## config.mk

```make
export PLATFORM = sky130hd
export DESIGN_NAME = tcp_pseudo_header_checksum
export DESIGN_NICKNAME = d
export VERILOG_FILES = /design/src/sv/tphc_pkg.sv /design/src/sv/tphc_front.sv /design/src/sv/tphc_queue.sv /design/src/sv/tphc_back.sv /design/src/sv/tcp_pseudo_header_checksum.sv
export SDC_FILE = /design/constraint.sdc
export NUM_CORES = 1
export LEC_CHECK = 0
export ABC_AREA = 1
export BUFFER_PORTS_ARGS = -buffer_cell sky130_fd_sc_hd__clkbuf_2
export CORE_MARGIN = 1.5
export CORE_UTILIZATION = 65
export CTS_CLUSTER_SIZE = 20
export DETAILED_ROUTE_END_ITERATION = 16
export PLACE_DENSITY = 0.84
export SLEW_MARGIN = 20
export SYNTH_ARGS = -nofsm -noshare
export SYNTH_HDL_FRONTEND = slang
export SYNTH_SLANG_ARGS = --single-unit
export TNS_END_PERCENT = 100
```

## constraint.sdc

```tcl
create_clock -name clk -period 7.5 [get_ports clk]
set_clock_uncertainty 0.15 [all_clocks]
set_input_delay 0.375 -clock clk [delete_from_list [all_inputs] [get_ports clk]]
set_output_delay 0.375 -clock clk [all_outputs]
set_load 0.005 [all_outputs]
```

## src/sv/tphc_pkg.sv

```systemverilog
package tphc_pkg;

    localparam int HEADER_BYTES = 20;
    localparam int CHECK_OFFSET = 16;
    localparam int OFFSET_W     = 6;
    localparam int QUEUE_DEPTH  = 2;
    localparam int PSEUDO_WORDS = 3;

    localparam logic [1:0] MODE_PLAIN = 2'd0;
    localparam logic [1:0] MODE_TCP4  = 2'd1;
    localparam logic [1:0] MODE_TCP6  = 2'd2;

    localparam logic [1:0] SEC_SRC     = 2'd0;
    localparam logic [1:0] SEC_DST     = 2'd1;
    localparam logic [1:0] SEC_HDR     = 2'd2;
    localparam logic [1:0] SEC_PAYLOAD = 2'd3;

    localparam logic CFG_MODE     = 1'b0;
    localparam logic CFG_PROTOCOL = 1'b1;

    localparam logic [7:0] PROTOCOL_RESET = 8'd6;

    typedef struct packed {
        logic                               start;
        logic [15:0]                        init;
        logic [15:0]                        word;
        logic                               last;
        logic [1:0]                         pcount;
        logic [PSEUDO_WORDS-1:0][15:0]      pword;
        logic                               overflow;
    } entry_t;

    function automatic logic [15:0] ones_add(input logic [15:0] a, input logic [15:0] b);
        logic [16:0] s;
        s = {1'b0, a} + {1'b0, b};
        return s[15:0] + {15'd0, s[16]};
    endfunction

endpackage

```

## src/sv/tphc_front.sv

```systemverilog
module tphc_front
(
    input  logic                 clk,
    input  logic                 rst_n,
    input  logic                 in_valid,
    output logic                 in_stall,
    input  logic [7:0]           data_byte,
    input  logic [1:0]           section,
    input  logic [31:0]          seed,
    input  logic                 last,
    input  logic                 cfg_valid,
    output logic                 cfg_ready,
    input  logic                 cfg_index,
    input  logic [7:0]           cfg_data,
    input  logic                 full,
    output logic                 push,
    output tphc_pkg::entry_t     push_entry
);

    localparam logic [tphc_pkg::OFFSET_W-1:0] HDR_BOUND =
        tphc_pkg::OFFSET_W'(tphc_pkg::HEADER_BYTES);
    localparam logic [tphc_pkg::OFFSET_W-1:0] CHK0 =
        tphc_pkg::OFFSET_W'(tphc_pkg::CHECK_OFFSET);
    localparam logic [tphc_pkg::OFFSET_W-1:0] CHK1 =
        tphc_pkg::OFFSET_W'(tphc_pkg::CHECK_OFFSET + 1);

    logic [1:0]                      mode_reg;
    logic [7:0]                      protocol_reg;
    logic                            started_reg;
    logic                            odd_reg;
    logic [7:0]                      pend_reg;
    logic [31:0]                     len_reg;
    logic [tphc_pkg::OFFSET_W-1:0]   hoff_reg;

    logic                            tcp;
    logic                            is_hdr;
    logic                            counted;
    logic                            zero_byte;
    logic [7:0]                      byte_v;
    logic [tphc_pkg::OFFSET_W-1:0]   hoff_next;
    logic [31:0]                     len_next;

    assign cfg_ready = 1'b1;
    assign in_stall  = full;
    assign push      = in_valid && !full;

    always_comb
    begin
        tcp       = (mode_reg == tphc_pkg::MODE_TCP4) || (mode_reg == tphc_pkg::MODE_TCP6);
        is_hdr    = tcp && (section == tphc_pkg::SEC_HDR);
        counted   = tcp && ((section == tphc_pkg::SEC_HDR) || (section == tphc_pkg::SEC_PAYLOAD));
        zero_byte = is_hdr && (hoff_reg < HDR_BOUND) && ((hoff_reg == CHK0) || (hoff_reg == CHK1));
        byte_v    = zero_byte ? 8'h00 : data_byte;
        hoff_next = (is_hdr && (hoff_reg != '1)) ? hoff_reg + 1'b1 : hoff_reg;
        len_next  = (counted && (len_reg != '1)) ? len_reg + 32'd1 : len_reg;

        push_entry.start    = !started_reg;
        push_entry.init     = tcp ? 16'd0 : tphc_pkg::ones_add(seed[15:0], seed[31:16]);
        push_entry.last     = last;
        push_entry.word     = odd_reg ? {pend_reg, byte_v} : (last ? {byte_v, 8'h00} : 16'd0);
        push_entry.pcount   = 2'd0;
        push_entry.pword    = '0;
        push_entry.overflow = 1'b0;
        if (last)
        begin
            case (mode_reg)
                tphc_pkg::MODE_TCP4:
                begin
                    push_entry.pcount   = 2'd2;
                    push_entry.pword[0] = {8'h00, protocol_reg};
                    push_entry.pword[1] = len_next[15:0];
                    push_entry.overflow = |len_next[31:16];
                end
                tphc_pkg::MODE_TCP6:
                begin
                    push_entry.pcount   = 2'd3;
                    push_entry.pword[0] = len_next[31:16];
                    push_entry.pword[1] = len_next[15:0];
                    push_entry.pword[2] = {8'h00, protocol_reg};
                end
                default:
                begin
                    push_entry.pcount = 2'd0;
                end
            endcase
        end
    end

    always_ff @(posedge clk or negedge rst_n)
    begin
        if (!rst_n)
        begin
            mode_reg     <= tphc_pkg::MODE_PLAIN;
            protocol_reg <= tphc_pkg::PROTOCOL_RESET;
        end
        else if (cfg_valid && cfg_ready)
        begin
            case (cfg_index)
                tphc_pkg::CFG_MODE:     mode_reg     <= cfg_data[1:0];
                tphc_pkg::CFG_PROTOCOL: protocol_reg <= cfg_data;
                default:                mode_reg     <= mode_reg;
            endcase
        end
    end

    always_ff @(posedge clk or negedge rst_n)
    begin
        if (!rst_n)
        begin
            started_reg <= 1'b0;
            odd_reg     <= 1'b0;
            pend_reg    <= 8'h00;
            len_reg     <= 32'd0;
            hoff_reg    <= '0;
        end
        else if (push)
        begin
            if (last)
            begin
                started_reg <= 1'b0;
                odd_reg     <= 1'b0;
                pend_reg    <= 8'h00;
                len_reg     <= 32'd0;
                hoff_reg    <= '0;
            end
            else
            begin
                started_reg <= 1'b1;
                odd_reg     <= !odd_reg;
                pend_reg    <= odd_reg ? 8'h00 : byte_v;
                len_reg     <= len_next;
                hoff_reg    <= hoff_next;
            end
        end
    end

endmodule

```

## src/sv/tphc_queue.sv

```systemverilog
module tphc_queue
(
    input  logic                 clk,
    input  logic                 rst_n,
    input  logic                 push,
    input  tphc_pkg::entry_t     push_entry,
    output logic                 full,
    input  logic                 pop,
    output logic                 head_valid,
    output tphc_pkg::entry_t     head
);

    localparam int PTR_W = (tphc_pkg::QUEUE_DEPTH > 1) ? $clog2(tphc_pkg::QUEUE_DEPTH) : 1;
    localparam int CNT_W = $clog2(tphc_pkg::QUEUE_DEPTH + 1);
    localparam logic [CNT_W-1:0] DEPTH_C = CNT_W'(tphc_pkg::QUEUE_DEPTH);
    localparam logic [PTR_W-1:0] LAST_P  = PTR_W'(tphc_pkg::QUEUE_DEPTH - 1);

    tphc_pkg::entry_t      mem [tphc_pkg::QUEUE_DEPTH];
    logic [PTR_W-1:0]      wr_ptr_reg;
    logic [PTR_W-1:0]      rd_ptr_reg;
    logic [CNT_W-1:0]      count_reg;
    logic [CNT_W-1:0]      count_next;

    assign full       = (count_reg == DEPTH_C);
    assign head_valid = (count_reg != '0);
    assign head       = mem[rd_ptr_reg];

    always_comb
    begin
        count_next = count_reg;
        if (push && !pop)
            count_next = count_reg + 1'b1;
        else if (pop && !push)
            count_next = count_reg - 1'b1;
    end

    always_ff @(posedge clk)
    begin
        if (push)
            mem[wr_ptr_reg] <= push_entry;
    end

    always_ff @(posedge clk or negedge rst_n)
    begin
        if (!rst_n)
        begin
            wr_ptr_reg <= '0;
            rd_ptr_reg <= '0;
            count_reg  <= '0;
        end
        else
        begin
            count_reg <= count_next;
            if (push)
                wr_ptr_reg <= (wr_ptr_reg == LAST_P) ? '0 : wr_ptr_reg + 1'b1;
            if (pop)
                rd_ptr_reg <= (rd_ptr_reg == LAST_P) ? '0 : rd_ptr_reg + 1'b1;
        end
    end

endmodule

```

## src/sv/tphc_back.sv

```systemverilog
module tphc_back
(
    input  logic                 clk,
    input  logic                 rst_n,
    input  logic                 head_valid,
    input  tphc_pkg::entry_t     head,
    output logic                 pop,
    output logic                 out_valid,
    input  logic                 out_stall,
    output logic [15:0]          checksum,
    output logic                 length_overflow
);

    logic [15:0] acc_reg;
    logic [1:0]  step_reg;
    logic        out_valid_reg;
    logic [15:0] checksum_reg;
    logic        overflow_reg;

    logic [15:0] base;
    logic [15:0] operand;
    logic [15:0] sum;
    logic        final_step;
    logic        emit;
    logic        out_free;
    logic        advance;

    assign out_valid       = out_valid_reg;
    assign checksum        = checksum_reg;
    assign length_overflow = overflow_reg;

    // step 0 adds the byte pair, later steps add the pseudo-header words
    always_comb
    begin
        base       = ((step_reg == 2'd0) && head.start) ? head.init : acc_reg;
        operand    = (step_reg == 2'd0) ? head.word : head.pword[step_reg - 2'd1];
        sum        = tphc_pkg::ones_add(base, operand);
        final_step = (step_reg == head.pcount);
        emit       = head.last && final_step;
        out_free   = !out_valid_reg || !out_stall;
        advance    = head_valid && (!emit || out_free);
        pop        = advance && final_step;
    end

    always_ff @(posedge clk or negedge rst_n)
    begin
        if (!rst_n)
        begin
            acc_reg       <= 16'd0;
            step_reg      <= 2'd0;
            out_valid_reg <= 1'b0;
        end
        else
        begin
            if (advance)
            begin
                acc_reg  <= sum;
                step_reg <= final_step ? 2'd0 : step_reg + 2'd1;
            end
            if (advance && emit)
                out_valid_reg <= 1'b1;
            else if (!out_stall)
                out_valid_reg <= 1'b0;
        end
    end

    always_ff @(posedge clk)
    begin
        if (advance && emit)
        begin
            checksum_reg <= ~sum;
            overflow_reg <= head.overflow;
        end
    end

endmodule

```

## src/sv/tcp_pseudo_header_checksum.sv

```systemverilog
// Throughput: one byte per cycle while in_stall is low; the final byte of a TCP message holds the adder
// while the pseudo-header words go through it, so the queue can fill and raise in_stall.
// A 2-entry queue separates the byte classifier from the one's-complement adder.
// Reset (rst_n, async, active low): mode plain, protocol 6, message state cleared.
module tcp_pseudo_header_checksum
(
    input  logic         clk,
    input  logic         rst_n,
    input  logic         in_valid,
    output logic         in_stall,
    input  logic [7:0]   data_byte,
    input  logic [1:0]   section,
    input  logic [31:0]  seed,
    input  logic         last,
    output logic         out_valid,
    input  logic         out_stall,
    output logic [15:0]  checksum,
    output logic         length_overflow,
    input  logic         cfg_valid,
    output logic         cfg_ready,
    input  logic         cfg_index,
    input  logic [7:0]   cfg_data
);

    logic               push;
    logic               full;
    logic               pop;
    logic               head_valid;
    tphc_pkg::entry_t   push_entry;
    tphc_pkg::entry_t   head;

    tphc_front u_front
    (
        .clk        (clk),
        .rst_n      (rst_n),
        .in_valid   (in_valid),
        .in_stall   (in_stall),
        .data_byte  (data_byte),
        .section    (section),
        .seed       (seed),
        .last       (last),
        .cfg_valid  (cfg_valid),
        .cfg_ready  (cfg_ready),
        .cfg_index  (cfg_index),
        .cfg_data   (cfg_data),
        .full       (full),
        .push       (push),
        .push_entry (push_entry)
    );

    tphc_queue u_queue
    (
        .clk        (clk),
        .rst_n      (rst_n),
        .push       (push),
        .push_entry (push_entry),
        .full       (full),
        .pop        (pop),
        .head_valid (head_valid),
        .head       (head)
    );

    tphc_back u_back
    (
        .clk             (clk),
        .rst_n           (rst_n),
        .head_valid      (head_valid),
        .head            (head),
        .pop             (pop),
        .out_valid       (out_valid),
        .out_stall       (out_stall),
        .checksum        (checksum),
        .length_overflow (length_overflow)
    );

endmodule

```

Word level (Yosys, flattened, before mapping)

Memories as Yosys holds them, arrays and structs flattened.
Cells that the tools add are included.

$add $sub $neg: 12
Multipliers: 0
Divide/modulo/power cells: 0
Magnitude comparators: 2
Equality and inequality tests: 11
Shift-type cells: 0
Mux-type cells: 30
Bitwise logic cells: 2
Reduce and logical (&&, ||, !) cells: 35

Operators with widths:

| operator                | count |
|---|---|
| $mux W16                | 6 |
| $mux W32                | 2 |
| $pmux W32 S2            | 1 |
| $mux W51                | 1 |
| $add A16 B16 Y17        | 2 |
| $add A16 B1 Y16         | 2 |
| $add A32 B1 Y32 const B | 1 |
| $bmux W16 S2            | 1 |
| $mux W8                 | 4 |
| $ne A32 B32 Y1 const B  | 1 |
| $not A16 Y16            | 1 |
| $reduce_or A16 Y1       | 1 |
| $logic_and A1 B1 Y1     | 14 |
| $eq A6 B5 Y1 const B    | 2 |
| $mux W6                 | 2 |
| $mux W1                 | 9 |
| $eq A2 B2 Y1 const B    | 4 |
| $logic_not A1 Y1        | 8 |
| $add A6 B1 Y6 const B   | 1 |
| $lt A6 B5 Y1 const B    | 1 |
| $mux W2                 | 3 |
| $ne A6 B6 Y1 const B    | 1 |
| $reduce_and A2 Y1       | 3 |
| $reduce_bool A2 Y1      | 3 |
| 11 further kinds        | 18 |

Flip-flop bits (word level): 98
Latch bits: 0
RAM bits: 170
Bits in read-only memories: 0
Bits of input ports: 57
Output and inout port bits: 20
Logic and storage cells: 108
Memories kept: 1

Memory list:

| name        | depth | bits a word | read ports | clocked after memory_dff | write ports | RTL line         | RTL |
|---|---|---|---|---|---|---|---|
| u_queue.mem | 2     | 85          | 1          | 0                        | 1           | tphc_queue.sv:18 | `tphc_pkg::entry_t mem [tphc_pkg::QUEUE_DEPTH];` |

Logic depth before layout (Yosys ltp)

An unclocked memory read counts as a cell.

Depth in word-level cells: 10
Depth in mapped cells: 35
Gate-level depth less buffers: 30

Cells and area by module

Synthesis repeated with hierarchy kept, for this count alone.

Cell total of the unflattened synthesis: 1679
Area total of the unflattened synthesis: 15348.5 um^2

Modules (own cells, without submodules):

| module     | times used | cells an instance | area each (um^2) | sequential area each (um^2) |
|---|---|---|---|---|
| tphc_queue | 1          | 290               | 6545.0           | 5205.0 |
| tphc_front | 1          | 859               | 5262.5           | 1453.9 |
| tphc_back  | 1          | 530               | 3540.9           | 985.9 |

Worst setup path before layout

OpenSTA, ideal clock, no wires.

Path kind: flip-flop to flip-flop
Start: register u_queue.count_reg[1]
End: memory u_queue.mem[0][0] (netlist name) (enable)
Setup time: 0.513 ns
Data arrival time: 4.339 ns
Required time: 6.837 ns
Path slack: 2.498 ns
Cell stages (with the launch flop): 7
Path buffers: 1
Period minus slack after synthesis: 5.002 ns
Cell sequence: dfrtp_1 > inv_1 > nor2_1 > nor2_1 > inv_2 > clkbuf_1 > nor2_1

Cells in the longest elaborated chain, start to end: 5

Ends and longest elaborated chain:

| element                       | RTL line                         | RTL |
|---|---|---|
| start: declaration            | tphc_queue.sv:21                 | `logic [CNT_W-1:0] count_reg;` |
| start signal: assignment      | tphc_queue.sv:53                 | `count_reg <= count_next;` |
| $eq A2 B2 Y1                  | tphc_queue.sv:24                 | `assign full = (count_reg == DEPTH_C);` |
| via in_stall                  | tcp_pseudo_header_checksum.sv:10 | `output logic in_stall,` |
| $logic_not A1 Y1              | tphc_front.sv:45                 | `assign push = in_valid && !full;` |
| $logic_and A1 B1 Y1           | tphc_front.sv:45                 |  |
| $mux W1                       | tphc_queue.sv:39                 | `if (push)` |
| $mux W1 (implied by the code) | tphc_queue.sv:40                 | `mem[wr_ptr_reg] <= push_entry;` |
| end: declaration              | tphc_queue.sv:18                 |  |

The timed path passes the listed nets, and every way through them passes these cells.

Final worst setup path

Start: register u_back.step_reg[0]
End: register u_back.checksum_reg[14], in the netlist u_back.checksum[14], data pin

Cells in the longest elaborated chain, start to end: 7
Elaborated cells on any way between the ends: 10
Those cells by class: add/sub (3); mux (4); bitwise (1); reduce/logical (2)

Ends and longest elaborated chain:

| element                        | RTL line        | RTL |
|---|---|---|
| start: declaration             | tphc_back.sv:15 | `logic [1:0] step_reg;` |
| start signal: assignment       | tphc_back.sv:58 | `step_reg <= final_step ? 2'd0 : step_reg + 2'd1;` |
| $sub A2 B1 Y2                  | tphc_back.sv:36 | `operand = (step_reg == 2'd0) ? head.word : head.pword[step_reg - 2'd1];` |
| $bmux W16 S2                   | tphc_back.sv:36 |  |
| $mux W16 (implied by the code) | tphc_back.sv:36 |  |
| $mux W16                       | tphc_back.sv:36 |  |
| $add A16 B16 Y17 (*)           | tphc_pkg.sv:35  | `s = {1'b0, a} + {1'b0, b};` |
| $add A16 B1 Y16 (*)            | tphc_pkg.sv:36  | `return s[15:0] + {15'd0, s[16]};` |
| $not A16 Y16 (*)               | tphc_back.sv:71 | `checksum_reg <= ~sum;` |
| end signal: assignment         | tphc_back.sv:71 |  |
| end: declaration               | tphc_back.sv:17 | `logic [15:0] checksum_reg;` |

Every way passes the cells marked *; elsewhere a longest branch is shown, timed or not. The select of a mux whose other input is x is not followed.
A chain may end at the register's enable or synchronous reset.

==> summary.md <==
| Metric | Value |
|---|---|
| DRC | `0` |
| Via count | `about 12000` |
| Commonest cells after routing, fill and taps aside | `nand2_1 (500), nor2_1 (223), inv_1 (196), edfxtp_1 (171), o21ai_0 (100)` |
| Initial Util | `0.669` |
| Pre-antenna DRT Iters | `9` |
| Max transition margin | `0.262` |
| Clk pin slew, worst setup/hold paths | `60 ps` |
| Critical Path AT | `6210 ps` |
| Crit-path slowest cell | `ha_1` |
| Post-synthesis register bit count | `roughly 250` |
| Via/cell ratio | `5.74` |
| Initial antenna violation count | `1` |
| Mapped cell area | `roughly 0.014 sq mm` |
| Syn_area_per_cell | `8.25 sq um` |
| Post-synth ARST share | `0.321` |
| Peak VDD IR | `0.291 mV` |
| First-pass GRT wire length | `57800 microns` |
| Critical Path Source Type | `flip-flop` |
| Cells resized by post-CTS repair | `0` |
| Fillers | `1607` |
| Nets@finish | `approximately 1900` |
| H-tree levels | `1` |
| Place WS | `between 1500 and 2000 ps` |
| Total wire length | `approximately 37000 microns` |
| Largest net degree at the start of global routing | `78` |
| Worst Path Class, Setup | `reg -> reg` |
| Post-synth EDFFs | `171` |
| Postcts setup bufs | `0` |
| Post-DP HPWL | `26300 microns` |
| Crit path time final | `around 6100 ps` |
| Crit-path max cell delay | `~760 ps` |
| CTS root buf | `clkbuf_16` |
| Most common cell after layout, fill and taps aside | `nand2_1` |
| Pwr dens | `501 mW/mm^2` |
| GR Overflow Total | `0` |
| Setup TNS | `0 ps` |
| Rows | `53` |
| Class of the worst hold path | `in -> reg` |
| Wire per inst | `17.5 microns` |
| Area grow syn2layout | `10.4%` |
| CP Capture Type | `flip-flop` |
| Post-DP Area | `0.0148 sq mm` |
| Number of global-route vias before repair | `around 11000` |
| Psw | `between 3 and 4 mW` |
| Final setup viols | `0` |
| Sw frac | `0.480` |
| Fin. max-slew vios | `0` |
| Synth unique cells | `48` |
| IO Pins | `77` |
| DR iter-0 viols | `1106` |
| Max cap viols | `0` |
| Fmax achieved | `0.164 GHz` |
| Fin crit share | `0.811` |
| Int Pwr | `4.08 mW` |
| Peak fanout along the critical path | `30` |
| WHS Path Cells | `3` |
| Leakage | `7.00 nW` |
| R2R depth | `29` |
| Top FF cell, synth | `edfxtp_1` |
| Final Wtd Congestion | `around 0.9` |
| CTS Sinks | `approximately 250` |
| GRT Total Usage | `0.329` |
| CTS Buffer Depth | `3` |
| CTS tree | `built` |
| Die Area | `0.0227 sq mm` |
| RSZ-0062 raised after global routing | `false` |
| Clock share of power | `0.151` |
| Chip Width | `around 150 microns` |
| Core area | `between 0.02 and 0.025 sq mm` |
| Layout cell share with drive strength beyond 1 | `0.107` |
| DRT antenna net count | `0` |
| Clk_lat worst skew | `approximately 520 ps` |
| Die height | `151 microns` |
| Design area | `0.0157 sq mm` |
| CP required | `7630 ps` |
| Worst slew pin tran | `1110 ps` |
| Sequential element share of the synthesized area | `0.504` |
| Fin. Hold Viols | `0` |
| Setup WS post-layout | `1420 ps` |
| Flop pwr share | `0.293` |
| # port buffers | `75` |
| Yosys Warn Count | `0` |
| Max FFs per register | `between 150 and 200` |
| Mapped Nets | `1825` |
| Num CTS Buffers | `25` |
| Post-Syn Instances | `1722` |
| Status | `finished, final reports clean` |
| Logic pwr share | `0.556` |
==> power groups by stage <==
stage                     clock, mW  combinational [mW]  sequential, mW
after floorplan                   0                3.10            2.25
after global placement            0                4.14            2.30
after detailed placement          0                4.23            2.31
after CTS                      1.19                4.28            2.29
after global routing           1.24                4.85            2.33
final                          1.19                4.37            2.30
==> worst max-delay path, delay by kind of cell (launching register included) <==
| family | cells | cell delay, ps |
|---|---|---|
| flops | 1 | 650 |
| simple gates | 14 | 1520 |
| buf+inv | 6 | 1240 |
| fa+ha+maj | 5 | 1740 |
| compound gates | 4 | 540 |
==> final timing paths <==
kind / from / end / slack (ps)
worst max-delay path: u_back.step_reg[0] / u_back.checksum[14] / 1420
worst min-delay path: data_byte[1] / u_front.pend_reg[1] / 8
worst max register to register: u_back.step_reg[0] / u_back.checksum[14] / 1420
worst min register to register: u_back.acc_reg[11] / u_back.acc_reg[11] / 360
max in group asynchronous: rst_n / u_back.acc_reg[8] / 5910
min in group asynchronous: rst_n / u_front.len_reg[29] / 210
==> routing by layer <==
layer | vias up | wire length (microns) | global-route usage
met5 | - | 0 | 0
met4 | 0 | 910 | 0.0845
met3 | 59 | 3350 | 0.0545
met2 | 573 | 16700 | 0.520
met1 | 5562 | 15800 | 0.477
li1 | 5824 | - | -
==> through the flow <==
step / hold WS [ps] / total power [mW] / cells / utilization
4_1_cts: 10.5 / 7.77 / 2090 / 0.738
3_3_place_gp: 225 / 6.44 / 2034 / 0.697
6_report: 8.03 / 7.86 / 2092 / 0.739
2_1_floorplan: -70.6 / 5.35 / 1722 / -
5_1_grt: 14.6 / 8.42 / 2091 / 0.739
3_5_place_dp: 224 / 6.54 / 2034 / 0.697
==> timing repair <==
item	in CTS	in global routing
hold buffers	11	0
setup endpoints to repair	0	0
endpoints found under the hold margin	43	0
==> cells by family after synthesis <==
group                    synth area share
flip-flops                          0.504
AND/OR/NAND/NOR                     0.265
other                            0.000264
buffers and inverters              0.0710
multiplexers                     0.000705
AO/OA/AOI/OAI                       0.100
adder cells (fa/ha/maj)            0.0416
XOR/XNOR                           0.0166
==> final cells by class <==
cell class                 count  area (sq um)  share of cell area
multi-input combinational   1214          6050               0.386
inverter                     208           781              0.0498
antenna                        1          2.50            0.000160
sequential                   252          7160               0.457
clock buffer                  36           687              0.0438
tap                          275           344              0.0220
timing repair buffer          97           571              0.0364
clock inverter                 9          76.3             0.00487
==> synth_stat cells, types with 3 or more instances <==
cell,instances,area [sq um]
a21oi_1,47,235
a21oi_2,3,26.3
a221oi_1,8,70.1
a31oi_1,15,93.8
a32o_1,5,50.1
and2_1,5,31.3
buf_2,9,45.0
buf_4,3,22.5
clkbuf_1,33,124
dfrtp_1,79,1980
edfxtp_1,171,5130
ha_1,44,551
inv_1,196,736
inv_2,10,37.5
nand2_1,500,1880
nand2_2,28,175
nand3_1,76,380
nand3_2,6,60.1
nand3b_1,3,22.5
nand4_1,20,125
nor2_1,226,848
nor2_2,7,43.8
nor2_4,6,67.6
nor3_1,7,35.0
o21ai_0,100,500
o21ai_1,5,25.0
o21ai_2,4,35.0
o22ai_1,54,338
xor2_1,25,219
(Power assumes the default switching activity.)
